`config.mk`:
```
export PLATFORM = sky130hd
export DESIGN_NAME = tga_rle_queue
export DESIGN_NICKNAME = d
export VERILOG_FILES = /design/src/design/tga_rle_pkg.sv /design/src/design/tga_rle_queue.sv
export SDC_FILE = /design/constraint.sdc
export NUM_CORES = 1
export LEC_CHECK = 0
export ABC_AREA = 1
export BUFFER_PORTS_ARGS = -buffer_cell sky130_fd_sc_hd__buf_2
export CELL_PAD_IN_SITES_DETAIL_PLACEMENT = 1
export CELL_PAD_IN_SITES_GLOBAL_PLACEMENT = 2
export CORE_ASPECT_RATIO = 0.7
export CORE_MARGIN = 4
export CORE_UTILIZATION = 35
export DETAILED_ROUTE_END_ITERATION = 6
export PLACE_DENSITY = 0.71
export SYNTH_ARGS = -nofsm -noshare
export SYNTH_HDL_FRONTEND = slang
export SYNTH_SLANG_ARGS = --single-unit
```
`constraint.sdc`:
```
create_clock -name clk -period 1.7 [get_ports clk]
set_input_delay 0.255 -clock clk [delete_from_list [all_inputs] [get_ports clk]]
set_output_delay 0.255 -clock clk [all_outputs]
set_load 0.05 [all_outputs]
```
`src/design/tga_rle_pkg.sv`:
```
`timescale 1ns / 1ps
// ----------------------------------------------------------------------------
// TGA RLE terrain decoder package
// Map geometry, derived widths, register indexes and the command record that
// passes from the packet parser to the span generator.
// ----------------------------------------------------------------------------
package tga_rle_pkg;

	localparam int MAP_WIDTH  = 256;
	localparam int MAP_HEIGHT = 256;

	localparam int COL_W  = $clog2(MAP_WIDTH);
	localparam int ROOM_W = COL_W + 1;
	localparam int ROW_W  = (MAP_HEIGHT > 1) ? $clog2(MAP_HEIGHT) : 1;
	localparam int PIX_W  = $clog2(MAP_WIDTH * MAP_HEIGHT + 1);
	localparam int CNT_W  = 8;

	localparam logic [PIX_W-1:0] IMAGE_PIXELS = PIX_W'(MAP_WIDTH * MAP_HEIGHT);
	localparam logic [ROW_W-1:0] LAST_ROW     = ROW_W'(MAP_HEIGHT - 1);

	localparam logic [3:0]       COST_MAX     = 4'd15;
	localparam logic [7:0]       RUN_FLAG     = 8'd128;
	localparam logic [6:0]       COUNT_MASK   = 7'd127;

	localparam int CFG_IDX_W  = 8;
	localparam int CFG_DATA_W = 8;
	localparam logic [CFG_IDX_W-1:0] REG_RLE_MODE = CFG_IDX_W'(0);
	localparam logic [CFG_IDX_W-1:0] REG_TOP_DOWN = CFG_IDX_W'(1);

	localparam int Q_DEPTH = 4;
	localparam int Q_AW    = $clog2(Q_DEPTH);

	typedef struct packed {
		logic [CNT_W-1:0] count;
		logic [3:0]       cost;
		logic             done;
	} pix_cmd_t;

endpackage

```
`src/design/tga_rle_queue.sv`:
```
`timescale 1ns / 1ps
// ----------------------------------------------------------------------------
// Command queue
// Short FIFO of pixel commands between the packet parser and the span
// generator, with simultaneous push and pop.
// ----------------------------------------------------------------------------
module tga_rle_queue import tga_rle_pkg::*; (
	input  logic     clk,
	input  logic     arst_n,
	input  logic     push,
	input  pix_cmd_t push_cmd,
	input  logic     pop,
	output logic     full,
	output logic     head_valid,
	output pix_cmd_t head
);

	pix_cmd_t        mem_q [Q_DEPTH];
	logic [Q_AW-1:0] wr_ptr_q;
	logic [Q_AW-1:0] rd_ptr_q;
	logic [Q_AW:0]   fill_q;
	logic            do_pop;

	assign full       = fill_q == (Q_AW + 1)'(Q_DEPTH);
	assign head_valid = fill_q != '0;
	assign head       = mem_q[rd_ptr_q];
	assign do_pop     = pop && head_valid;

	always_ff @(posedge clk) begin
		if (push) begin
			mem_q[wr_ptr_q] <= push_cmd;
		end
	end

	always_ff @(posedge clk or negedge arst_n) begin
		if (!arst_n) begin
			wr_ptr_q <= '0;
			rd_ptr_q <= '0;
			fill_q   <= '0;
		end else begin
			if (push) begin
				wr_ptr_q <= (wr_ptr_q == Q_AW'(Q_DEPTH - 1)) ? '0 : wr_ptr_q + Q_AW'(1);
			end
			if (do_pop) begin
				rd_ptr_q <= (rd_ptr_q == Q_AW'(Q_DEPTH - 1)) ? '0 : rd_ptr_q + Q_AW'(1);
			end
			if (push && !do_pop) begin
				fill_q <= fill_q + (Q_AW + 1)'(1);
			end else if (!push && do_pop) begin
				fill_q <= fill_q - (Q_AW + 1)'(1);
			end
		end
	end

endmodule

```
==> qor.yml, run 1 <==
placement:
  dp_hpwl_mm: 3.67
  numPortBuffers: 31
  gp_congestion: 0.726
worst_setup_path:
  r2r_start: "fill_q[0]$_DFFE_PN0P_"
  end_kind: "primary output"
  critPathMaxFanout: 24
  crit_path_max_incr_delay_ns: 0.44
  cp_slowest_cell: "dfrtp_2"
  start_kind: "flip-flop"
  worstSetupPathType: "reg2out"
  startpoint: "rd_ptr_q[0]$_DFFE_PN0P_"
  required_ns: 1.44
  arrival_ns: 1.42
  crit_chain: "buf_12, o211ai_1, nand2_1, buf_6"
timing:
  holdWs_ns: 0.129
  max_freq_ghz: 0.595
  tightest_slew_ns: 0.254
  skew_ns: 0.00404
  fin_crit_ns: 1.68
  hold_viol: 0
  period_share: 0.988
  relSlewSlack: 0.832
  setup_viol: 0
  drv_slew: 0
  rsz0062_at_grt: "true"
  setup_tns_ns: 0
power:
  p_per_area_nw_per_um2: 1950
  combPwrFrac: 0.494
  pwr-share-seq: 0.320
  p_sw_frac: 0.422
  power.leakage_nw: 1.38
  p_sw_w: 0.00266
  ir_drop_mv: 0.693
  pwr-share-clk: 0.187
  intPower_w: 0.00364
  finalPower_w: 0.00630
logic_synthesis:
  yosys_warnings: 0
  netlist_area_sq_um: 2590
  async_flop_share: 0.119
  ys_ff_latch: 59
  synth_edf_count: 52
  ys_seq_area_frac: 0.671
  avgSynthCellArea_sq_um: 12.6
  ys_types: 18
  yosys.area.top_type: "edfxtp_1"
  synth_commonest_cells: "58 x nand2_1, 52 x edfxtp_1, 36 x inv_1"
  ys.flop_type: "edfxtp_1"
  synthTopCellsByArea: "edfxtp_1 60%, nand2_1 8.4%, dfrtp_1 6.8%, o211ai_2 5.8%, inv_1 5.2%"
  yosysTopAreaCellShare: 0.603
  synth_most_common_cell: "nand2_1"
  synth_nets: 230
  synthCells: 206
global_routing:
  antenna_found_initial: 0
  grt_usage: 0.133
  grt_start_max_net_pins: 32
  grt_pass1_wl_mm: 8.74
  grt-ovfl-total: 0
  grt_pass1_vias: 1739
route:
  detail-route-antenna-nets: 0
  wire_per_inst_um: 15.0
  vias_per_cell: 4.53
  route.detailed.drc: 0
  drtIter0Drc: 45
  dr_total_vias: 1605
  maxUsedRoutingLayer: "met4"
  wl_met3_um: 258
  drtPass1Iterations: 4
  drt-total-wl_mm: 5.31
  m1WireLength_mm: 2.56
  dr_wl_met2_mm: 2.44
clock_network:
  clk_pin_slew_ns: 0.06
  cts_tree: "built"
  ctsLongestPathBuffers: 2
  numCtsBuffers: 9
  clkLatencyLatePin_ns: 0.34
  h-tree-depth: 3
  numClockSinks: 59
  root_buffer: "clkbuf_8"
floorplan:
  fp.dieH_um: 80.0
  pin_count: 32
  fp.coreArea_sq_um: 6980
  die-area_sq_um: 8860
  initial_utilization: 0.371
  fp.dieW_um: 111
  num_rows: 25
finish:
  antenna_cells: 0
  nets: 279
  post-route-util: 0.463
  area_growth_pct: 24.8
  drive_gt1_frac: 0.315
  fillers: 733
run:
  cap_violations: 0
outcome:
  outcome: "complete, no violations"
worst_hold_path:
  min-delay-path-class: "in2reg"
  hp-start: "push_cmd[3]"
==> stage by stage <==
stage               instances  area [sq um]  setup slack (ns)
floorplan                 206          2600           -0.0863
detailed placement        335          2880          -0.00607
global placement          335          2880            0.0440
CTS                       352          3130           -0.0119
finish                    354          3230            0.0204
global route              354          3230            -0.122
==> power groups by stage <==
stage	registers, W	clock network, W	logic [W]
2_1_floorplan	0.00204	0	0.00210
3_3_place_gp	0.00201	0	0.00267
3_5_place_dp	0.00203	0	0.00271
4_1_cts	0.00201	0.00122	0.00290
5_1_grt	0.00205	0.00130	0.00337
6_report	0.00201	0.00118	0.00311
==> cell type report <==
class	count	area, sq um	share of cell area
inverters	37	144	0.0445
repair buffers	46	377	0.117
well taps	94	118	0.0364
flip-flops and latches	59	1740	0.538
multi-input cells	102	672	0.208
clock buffers	9	124	0.0383
clock inverters	7	58.8	0.0182
==> layer usage <==
| metal | track usage | up-vias |
|---|---|---|
| li1 | - | 797 |
| met1 | 0.165 | 771 |
| met2 | 0.207 | 30 |
| met3 | 0.0621 | 7 |
| met4 | 0.0406 | 0 |
| met5 | 0 | - |
==> path summary, 6_finish.rpt <==
kind                                           endpoint  slack (ns)  cells past startpoint
min in group asynchronous       wr_ptr_q[1]$_DFFE_PN0P_        0.28                      2
max in group asynchronous       rd_ptr_q[0]$_DFFE_PN0P_        1.25                      2
worst max-delay path                           head[10]        0.02                      4
worst min register to register    fill_q[2]$_DFFE_PN0P_        0.50                      2
worst max register to register    fill_q[2]$_DFFE_PN0P_        0.10                     11
worst min-delay path              mem_q[3][3]$_DFFE_PP_        0.13                      1
==> kinds of logic after synthesis <==
family	Yosys count	synth area share
AND/OR/NAND/NOR	66	0.0986
flip-flops	59	0.671
buffers and inverters	45	0.0880
AO/OA/AOI/OAI	28	0.102
adder cells (fa/ha/maj)	7	0.0367
XOR/XNOR	1	0.00338
==> what timing repair did <==
item                                    4_1_cts  5_1_grt
endpoints found under the setup margin       14       15
hold buffers                                  1        0
endpoints found under the hold margin         7        0
gates resized for setup                      20       23
pin swaps                                     3       21
setup buffers                                 0        2
==> layout by cell type (no fill, tap or decap) <==
| master | netlist | layout |
|---|---|---|
| o211ai_2 | 12 | 12 |
| xnor2_1 | 1 | 1 |
| clkbuf_8 | 1 | 9 |
| inv_1 | 36 | 35 |
| buf_4 | 1 | 12 |
| dlygate4sd3_1 | 0 | 1 |
| nor3_2 | 0 | 1 |
| nand3_2 | 0 | 1 |
| o211ai_1 | 14 | 14 |
| o21ai_0 | 2 | 2 |
| edfxtp_1 | 52 | 52 |
| nand2_2 | 0 | 2 |
| buf_12 | 0 | 2 |
| ha_4 | 0 | 1 |
| nand4_1 | 1 | 1 |
| dfrtp_2 | 0 | 1 |
| bufinv_16 | 0 | 1 |
| buf_2 | 0 | 18 |
| clkinvlp_4 | 0 | 1 |
| fa_2 | 0 | 1 |
| nand3_1 | 3 | 2 |
| nor2_1 | 3 | 2 |
| nand2_4 | 0 | 2 |
| ha_1 | 6 | 5 |
| nor2_2 | 0 | 1 |
| nand2_1 | 58 | 54 |
| dfrtp_1 | 7 | 6 |
| clkinv_2 | 0 | 2 |
| clkinv_1 | 0 | 3 |
| inv_4 | 0 | 2 |
| buf_6 | 6 | 13 |
==> worst max-delay path, delay by kind of cell, from the launching register on <==
family	cells	cell delay, ns
compound gates	1	0.21
buf+inv	2	0.33
flops	1	0.44
simple gates	1	0.10
==> flip-flops by register name, indices dropped and copies added (netlist names) <==
| register | flops |
|---|---|
| wr_ptr_q | 2 |
| rd_ptr_q | 2 |
| fill_q | 3 |
| mem_q | 52 |
(Power assumes the default switching activity.)
==> run 2: changes to the inputs <==
Settings changed: ABC_CLOCK_PERIOD_IN_PS set to 1700, CELL_PAD_IN_SITES_DETAIL_PLACEMENT 1 to not set, CELL_PAD_IN_SITES_GLOBAL_PLACEMENT 2 to not set, CORE_UTILIZATION 35 to 40, PLACE_DENSITY 0.71 to 0.58.
==> run 2 against run 1 <==
Clock skew increased by 0.0029 ns. Critical path type unchanged. Total power decreased by 0.55%. Die area decreased by 11%. Cell count decreased by 5.6%. Sequential power about the same. Sequential share of layout area increased by 0.70 points. Register-to-register slack about the same. Routed wire length decreased by 15%. Fmax increased by 1.1%. Final area decreased by 1.3%. Worst hold slack improved by 0.012 ns.
==> qor.yml, run 2 (synthesis results as in run 1) <==
worst_setup_path:
  end_kind: "primary output"
  critPathMaxFanout: 24  # unchanged
  required_ns: 1.44  # about the same
  r2r_cells: 10  # -1
  start_kind: "flip-flop"
  worstSetupPathType: "reg2out"
  arrival_ns: 1.41  # about the same
floorplan:
  die-area_sq_um: 7840  # -11%
  fp.dieW_um: 104  # -6.0%
  num_rows: 24  # -4.0%
  pin_count: 32  # unchanged
  initial_utilization: 0.414  # +0.0433
  fp.coreArea_sq_um: 6250  # -10%
  fp.dieH_um: 75.3  # -5.8%
finish:
  area_growth_pct: 23.2
  seq_area_sq_um: 1740  # unchanged
  post-route-util: 0.511  # +0.0475
  nets: 275  # -1.4%
  fillers: 585  # -20%
  final_common_cell: "nand2_1"
  reg_top3: "mem_q: 52 flops, fill_q: 3 flops"
  multi_input_area_sq_um: 647  # -3.7%
  antenna_cells: 0  # unchanged
  drive_gt1_frac: 0.289  # -0.0263
  layout_common_cells: "56 x nand2_1, 52 x edfxtp_1, 36 x inv_1"
  top_register: "mem_q"
  largest_reg_flops: 52  # unchanged
placement:
  gp_congestion: 0.705  # -3.0%
  numPortBuffers: 31  # unchanged
  dp_hpwl_mm: 2.88  # -22%
worst_hold_path:
  min-delay-path-class: "in2reg"
  min_delay_path_depth: 1  # unchanged
route:
  detail-route-antenna-nets: 0  # unchanged
  route.detailed.drc: 0  # unchanged
  drtIter0Drc: 37  # -18%
  drt-total-wl_mm: 4.53  # -15%
  wire_per_inst_um: 13.6  # -9.5%
  vias_per_cell: 4.46  # -1.5%
  drtPass1Iterations: 2  # -2
  dr_total_vias: 1491  # -7.1%
timing:
  max_freq_ghz: 0.602  # +1.1%
  fin_crit_ns: 1.66  # -0.0184 ns
  skew_ns: 0.00698  # +0.00294 ns
  period_share: 0.977  # -0.0108
  tightest_slew_ns: 0.255  # +0.00146 ns
  drv_slew: 0  # unchanged
  hold_viol: 0  # unchanged
  holdWs_ns: 0.141  # +0.0117 ns
  setup_viol: 0  # unchanged
  relSlewSlack: 0.831  # -0.000968
  rsz0062_at_grt: "true"
clock_network:
  h-tree-depth: 3  # unchanged
  numCtsBuffers: 9  # unchanged
  clkLatencyLatePin_ns: 0.33  # about the same
  numClockSinks: 59  # unchanged
  root_buffer: "clkbuf_8"
  cts_setup_buffers: 0  # unchanged
  clk_pin_slew_ns: 0.06  # about the same
  cts_tree: "built"
  ctsLongestPathBuffers: 2  # unchanged
global_routing:
  grt-ovfl-total: 0  # unchanged
  grt_pass1_wl_mm: 7.24  # -17%
  grt_start_max_net_pins: 32  # unchanged
  antenna_found_initial: 0  # unchanged
  grt_pass1_vias: 1406  # -19%
  grt_usage: 0.127  # -0.00538
power:
  p_per_area_nw_per_um2: 1960  # +0.74%
  finalPower_w: 0.00627  # -0.55%
  ir_drop_mv: 0.673  # -2.8%
  power.leakage_nw: 1.37  # -0.75%
outcome:
  outcome: "complete, no violations"
run:
  cap_violations: 0  # unchanged
==> run 2: cell count changes in the layout (fill, tap and decap cells not counted), moves of 2 or more <==
cell      previous run  this run
clkbuf_1             0         2
clkinv_2             2         0
nand2_1             54        56
clkbuf_8             9        12
buf_4               12         7
clkinv_1             3         1
==> run 2: worst max-delay path, cell delays in order (launching register included) <==
cell and delay [ns]:
dfrtp_2 0.44, buf_12 0.17, o211ai_1 0.19, nand2_1 0.11
buf_6 0.17
==> run 2: area by class of cell <==
type	instances	area share
sequential	59	0.545
multi-input combinational	102	0.203
timing repair buffer	42	0.113
inverter	37	0.0443
clock inverter	2	0.0106
clock buffer	14	0.0541
tap	78	0.0306
==> run 2: layer usage <==
metal	up-vias	routed length, um	track usage
li1	787	-	-
met1	671	2330	0.165
met2	25	1910	0.189
met3	8	231	0.0584
met4	0	63	0.0531
met5	-	0	0
==> run 2: worst paths after layout <==
kind,from,to,slack [ns]
setup / recovery,rd_ptr_q[0]$_DFFE_PN0P_,head[6],0.04
min in group asynchronous,arst_n,wr_ptr_q[0]$_DFFE_PN0P_,0.29
max in group asynchronous,arst_n,rd_ptr_q[0]$_DFFE_PN0P_,1.23
hold reg to reg,fill_q[2]$_DFFE_PN0P_,fill_q[2]$_DFFE_PN0P_,0.48
hold / removal,push_cmd[8],mem_q[1][8]$_DFFE_PP_,0.14
setup reg to reg,fill_q[1]$_DFFE_PN0P_,fill_q[2]$_DFFE_PN0P_,0.10
==> run 2: timing repair <==
action                     4_1_cts  5_1_grt
setup endpoints to repair       13       14
hold buffers                     1        0
hold endpoints to repair         7        0
resized for setup               16       19
pin swaps                        0       12
==> run 2: power by group <==
group / internal, W / switching (W)
logic: 0.00104 / 0.00193
registers: 0.00189 / 0.000118
clock network: 0.000793 / 0.000491
total: 0.00373 / 0.00254
==> run 2: stage by stage <==
| stage | worst slack, ns | TNS [ns] | instances | cell area, sq um |
|---|---|---|---|---|
| after floorplan | -0.0863 | -0.0863 | 206 | 2600 |
| after global placement | 0.0522 | 0 | 317 | 2870 |
| after detailed placement | 0.0241 | 0 | 317 | 2870 |
| after CTS | -0.00191 | -0.00191 | 334 | 3130 |
| after global routing | -0.0393 | -0.138 | 334 | 3190 |
| final | 0.0388 | 0 | 334 | 3190 |
==> run 3: changes to the inputs <==
--- a/config.mk
+++ b/config.mk
@@ -7,4 +7,2 @@
 export LEC_CHECK = 0
-export ABC_AREA = 1
-export ABC_CLOCK_PERIOD_IN_PS = 1700
 export BUFFER_PORTS_ARGS = -buffer_cell sky130_fd_sc_hd__buf_2
--- a/constraint.sdc
+++ b/constraint.sdc
@@ -3,2 +3,2 @@
 set_output_delay 0.255 -clock clk [all_outputs]
-set_load 0.05 [all_outputs]
+set_load 0.02 [all_outputs]
==> run 3 against run 2 <==
Routed wire length is 8.1% lower. Total power is 14% lower. Sequential power about the same. First-iteration DRC count increased by 54%. Fmax is 9.5% lower. Global-route usage up 0.72 points. Utilization rose by 3.7 points. Worst hold slack worse by 0.0018 ns. Via count fell by 24%. Largest cell class unchanged. The run now ends with negative setup slack left. Highest routed layer unchanged. Register-to-register slack lost 0.24 ns.
==> qor.yml, run 3 <==
floorplan:
  pin_count: 32  # unchanged
  fp.dieH_um: 71.9  # -4.5%
  die-area_sq_um: 7140  # -8.9%
  fp.coreArea_sq_um: 5450  # -13%
  num_rows: 22  # -8.3%
  initial_utilization: 0.428  # +0.0139
  fp.dieW_um: 99.3  # -4.6%
power:
  p_sw_w: 0.00163  # -36%
  p_per_area_nw_per_um2: 1800  # -8.6%
  pwr-share-seq: 0.372  # +0.052
  power.leakage_nw: 1.11  # -19%
  p_sw_frac: 0.305  # -0.101
  intPower_w: 0.00373  # about the same
  combPwrFrac: 0.410  # -0.065
  ir_drop_mv: 0.744  # +10%
  pwr-share-clk: 0.217  # +0.012
finish:
  drive_gt1_frac: 0.503  # +0.214
  reg_top3: "mem_q: 52 flops, fill_q: 3 flops"
  area_growth_pct: 27.8
  layout_common_cells: "52 x edfxtp_1, 17 x buf_2, 15 x buf_4"
  antenna_cells: 0  # unchanged
  nets: 186  # -32%
  final_common_cell: "edfxtp_1"
  top_register: "mem_q"
  largest_reg_flops: 52  # unchanged
  fin_cells: 239  # -28%
  stdcell_area_sq_um: 2980  # -6.5%
global_routing:
  antenna_found_initial: 0  # unchanged
  grt_start_max_net_pins: 16  # -50%
  grt-ovfl-total: 0  # unchanged
  grt_pass1_vias: 1311  # -6.8%
  grt_pass1_wl_mm: 6.80  # -6.1%
  grt_usage: 0.135  # +0.00720
route:
  route.detailed.drc: 0  # unchanged
  drtIter0Drc: 57  # +54%
  dr_total_vias: 1132  # -24%
  detail-route-antenna-nets: 0  # unchanged
  drt-total-wl_mm: 4.16  # -8.1%
  vias_per_cell: 4.74  # +6.1%
  drtPass1Iterations: 4  # +2
  wire_per_inst_um: 17.4  # +28%
worst_hold_path:
  min-delay-path-class: "in2reg"
timing:
  rsz0062_at_grt: "true"
  skew_ns: 0.00365  # -0.00333 ns
  fin_crit_ns: 1.84  # +0.175 ns
  drv_slew: 0  # unchanged
  relSlewSlack: 0.522  # -0.309
  max_freq_ghz: 0.545  # -9.5%
  setup_tns_ns: -1.57  # -1.57 ns
  setup_ws_ns: -0.136  # -0.175 ns
  period_share: 1.08  # +0.103
  setup_viol: 15  # +15
  tightest_slew_ns: 0.716  # +0.461 ns
  hold_viol: 0  # unchanged
worst_setup_path:
  start_kind: "flip-flop"
  end_kind: "flip-flop"
  critPathMaxFanout: 2  # -92%
  required_ns: 1.95  # +0.51 ns
  worstSetupPathType: "reg2reg"
  arrival_ns: 2.09  # +0.68 ns
placement:
  numPortBuffers: 31  # unchanged
  dp_hpwl_mm: 2.55  # -11%
  gp_congestion: 0.739  # +4.9%
  dp_cells: 215  # -32%
  place_area_sq_um: 2650  # -7.6%
logic_synthesis:
  yosys_warnings: 0  # unchanged
  synth_most_common_cell: "edfxtp_1"
  async_flop_share: 0.119  # unchanged
  ys_ff_latch: 59  # unchanged
  ys.flop_type: "edfxtp_1"
  avgSynthCellArea_sq_um: 22.2  # +77%
  synth_edf_count: 52  # unchanged
  ys_types: 20  # +2
  ys_seq_area_frac: 0.744  # +0.0730
  synthCells: 105  # -49%
  synth_nets: 129  # -44%
  yosys.area.top_type: "edfxtp_1"
  netlist_area_sq_um: 2330  # -9.8%
  synthTopCellsByArea: "edfxtp_1 67%, mux4_2 7.7%, dfrtp_1 7.5%, mux4_1 5.6%, ha_1 3.2%"
  yosysTopAreaCellShare: 0.669  # +0.0656
  synth_commonest_cells: "52 x edfxtp_1, 8 x mux4_2, 7 x dfrtp_1"
run:
  cap_violations: 0  # unchanged
clock_network:
  h-tree-depth: 3  # unchanged
  clkLatencyLatePin_ns: 0.33  # about the same
  clk_pin_slew_ns: 0.06  # about the same
  numCtsBuffers: 9  # unchanged
  cts_tree: "built"
  root_buffer: "clkbuf_8"
  ctsLongestPathBuffers: 2  # unchanged
  numClockSinks: 59  # unchanged
outcome:
  violations: "negative setup slack"
  outcome: "finished, violations left"
run 3: cell count changes after synthesis, moves of 8 or more:
| cell | delta |
|---|---|
| inv_1 | -33 |
| o211ai_2 | -12 |
| nand2_1 | -56 |
| mux4_2 | +8 |
| o211ai_1 | -14 |
run 3: path summary, 6_finish.rpt:
path	from	to	slack, ns	cells past startpoint
max	fill_q[0]$_DFFE_PN0P_	fill_q[2]$_DFFE_PN0P_	-0.14	8
min	push_cmd[7]	mem_q[2][7]$_DFFE_PP_	0.14	1
max reg2reg	fill_q[0]$_DFFE_PN0P_	fill_q[2]$_DFFE_PN0P_	-0.14	8
min reg2reg	wr_ptr_q[1]$_DFFE_PN0P_	wr_ptr_q[1]$_DFFE_PN0P_	0.63	2
max in group asynchronous	arst_n	rd_ptr_q[0]$_DFFE_PN0P_	1.25	2
min in group asynchronous	arst_n	fill_q[1]$_DFFE_PN0P_	0.28	2
run 3: metal layers:
layer	global-route usage	vias to the layer above	share of wire
met1	0.158	561	0.43
met2	0.218	32	0.50
met4	0.0591	0	0.017
li1	-	532	-
met3	0.0586	7	0.053
met5	0	-	0
run 3: power groups by stage:
stage | Sequential [W] | Combinational (W) | Clock [W]
final | 0.00199 | 0.00220 | 0.00117
after global placement | 0.00199 | 0.00168 | 0
after detailed placement | 0.00201 | 0.00176 | 0
after CTS | 0.00198 | 0.00228 | 0.00120
after floorplan | 0.00202 | 0.00119 | 0
after global routing | 0.00202 | 0.00237 | 0.00127
run 3: cells by family after synthesis:
group           synth area share
compound gates           0.00429
xor+xnor                  0.0113
fa+ha+maj                 0.0407
buf+inv                   0.0204
flops                      0.744
mux                        0.148
simple gates              0.0316
run 3: final cells by class:
| type | instances | area (sq um) |
|---|---|---|
| Sequential cell | 59 | 1740 |
| Fill cell | 445 | 2470 |
| Multi-Input combinational cell | 40 | 556 |
| Clock buffer | 9 | 124 |
| Clock inverter | 7 | 58.8 |
| Inverter | 3 | 11.3 |
| Timing Repair Buffer | 49 | 405 |
| Tap cell | 72 | 90.1 |
run 3: metrics by stage:
step | total power, W | setup WS, ns | utilization | hold WS (ns)
after CTS | 0.00547 | -0.181 | 0.549 | 0.119
after global routing | 0.00567 | -0.262 | 0.547 | 0.117
after detailed placement | 0.00377 | -0.147 | 0.486 | 0.0978
final | 0.00536 | -0.136 | 0.547 | 0.139
after global placement | 0.00367 | -0.0715 | 0.486 | 0.0945
after floorplan | 0.00321 | -0.166 | - | -0.0406
run 3: what timing repair did:
| action | in CTS | in global routing |
|---|---|---|
| endpoints found under the setup margin | 15 | 15 |
| gates resized for setup | 34 | 8 |
| pin swaps | 3 | 2 |
| cloned | 1 | 0 |
| hold endpoints to repair | 7 | 0 |
| hold buffers | 1 | 0 |
| setup buffers | 7 | 1 |
run 3: critical path, cell delays in order, from the launching register on:
cell     delay [ns]
dfrtp_1        0.37
or3_4          0.40
nand2_4        0.08
ha_4           0.13
inv_2          0.03
fa_2           0.33
xor2_1         0.15
nor2_1         0.12
xor2_1         0.15
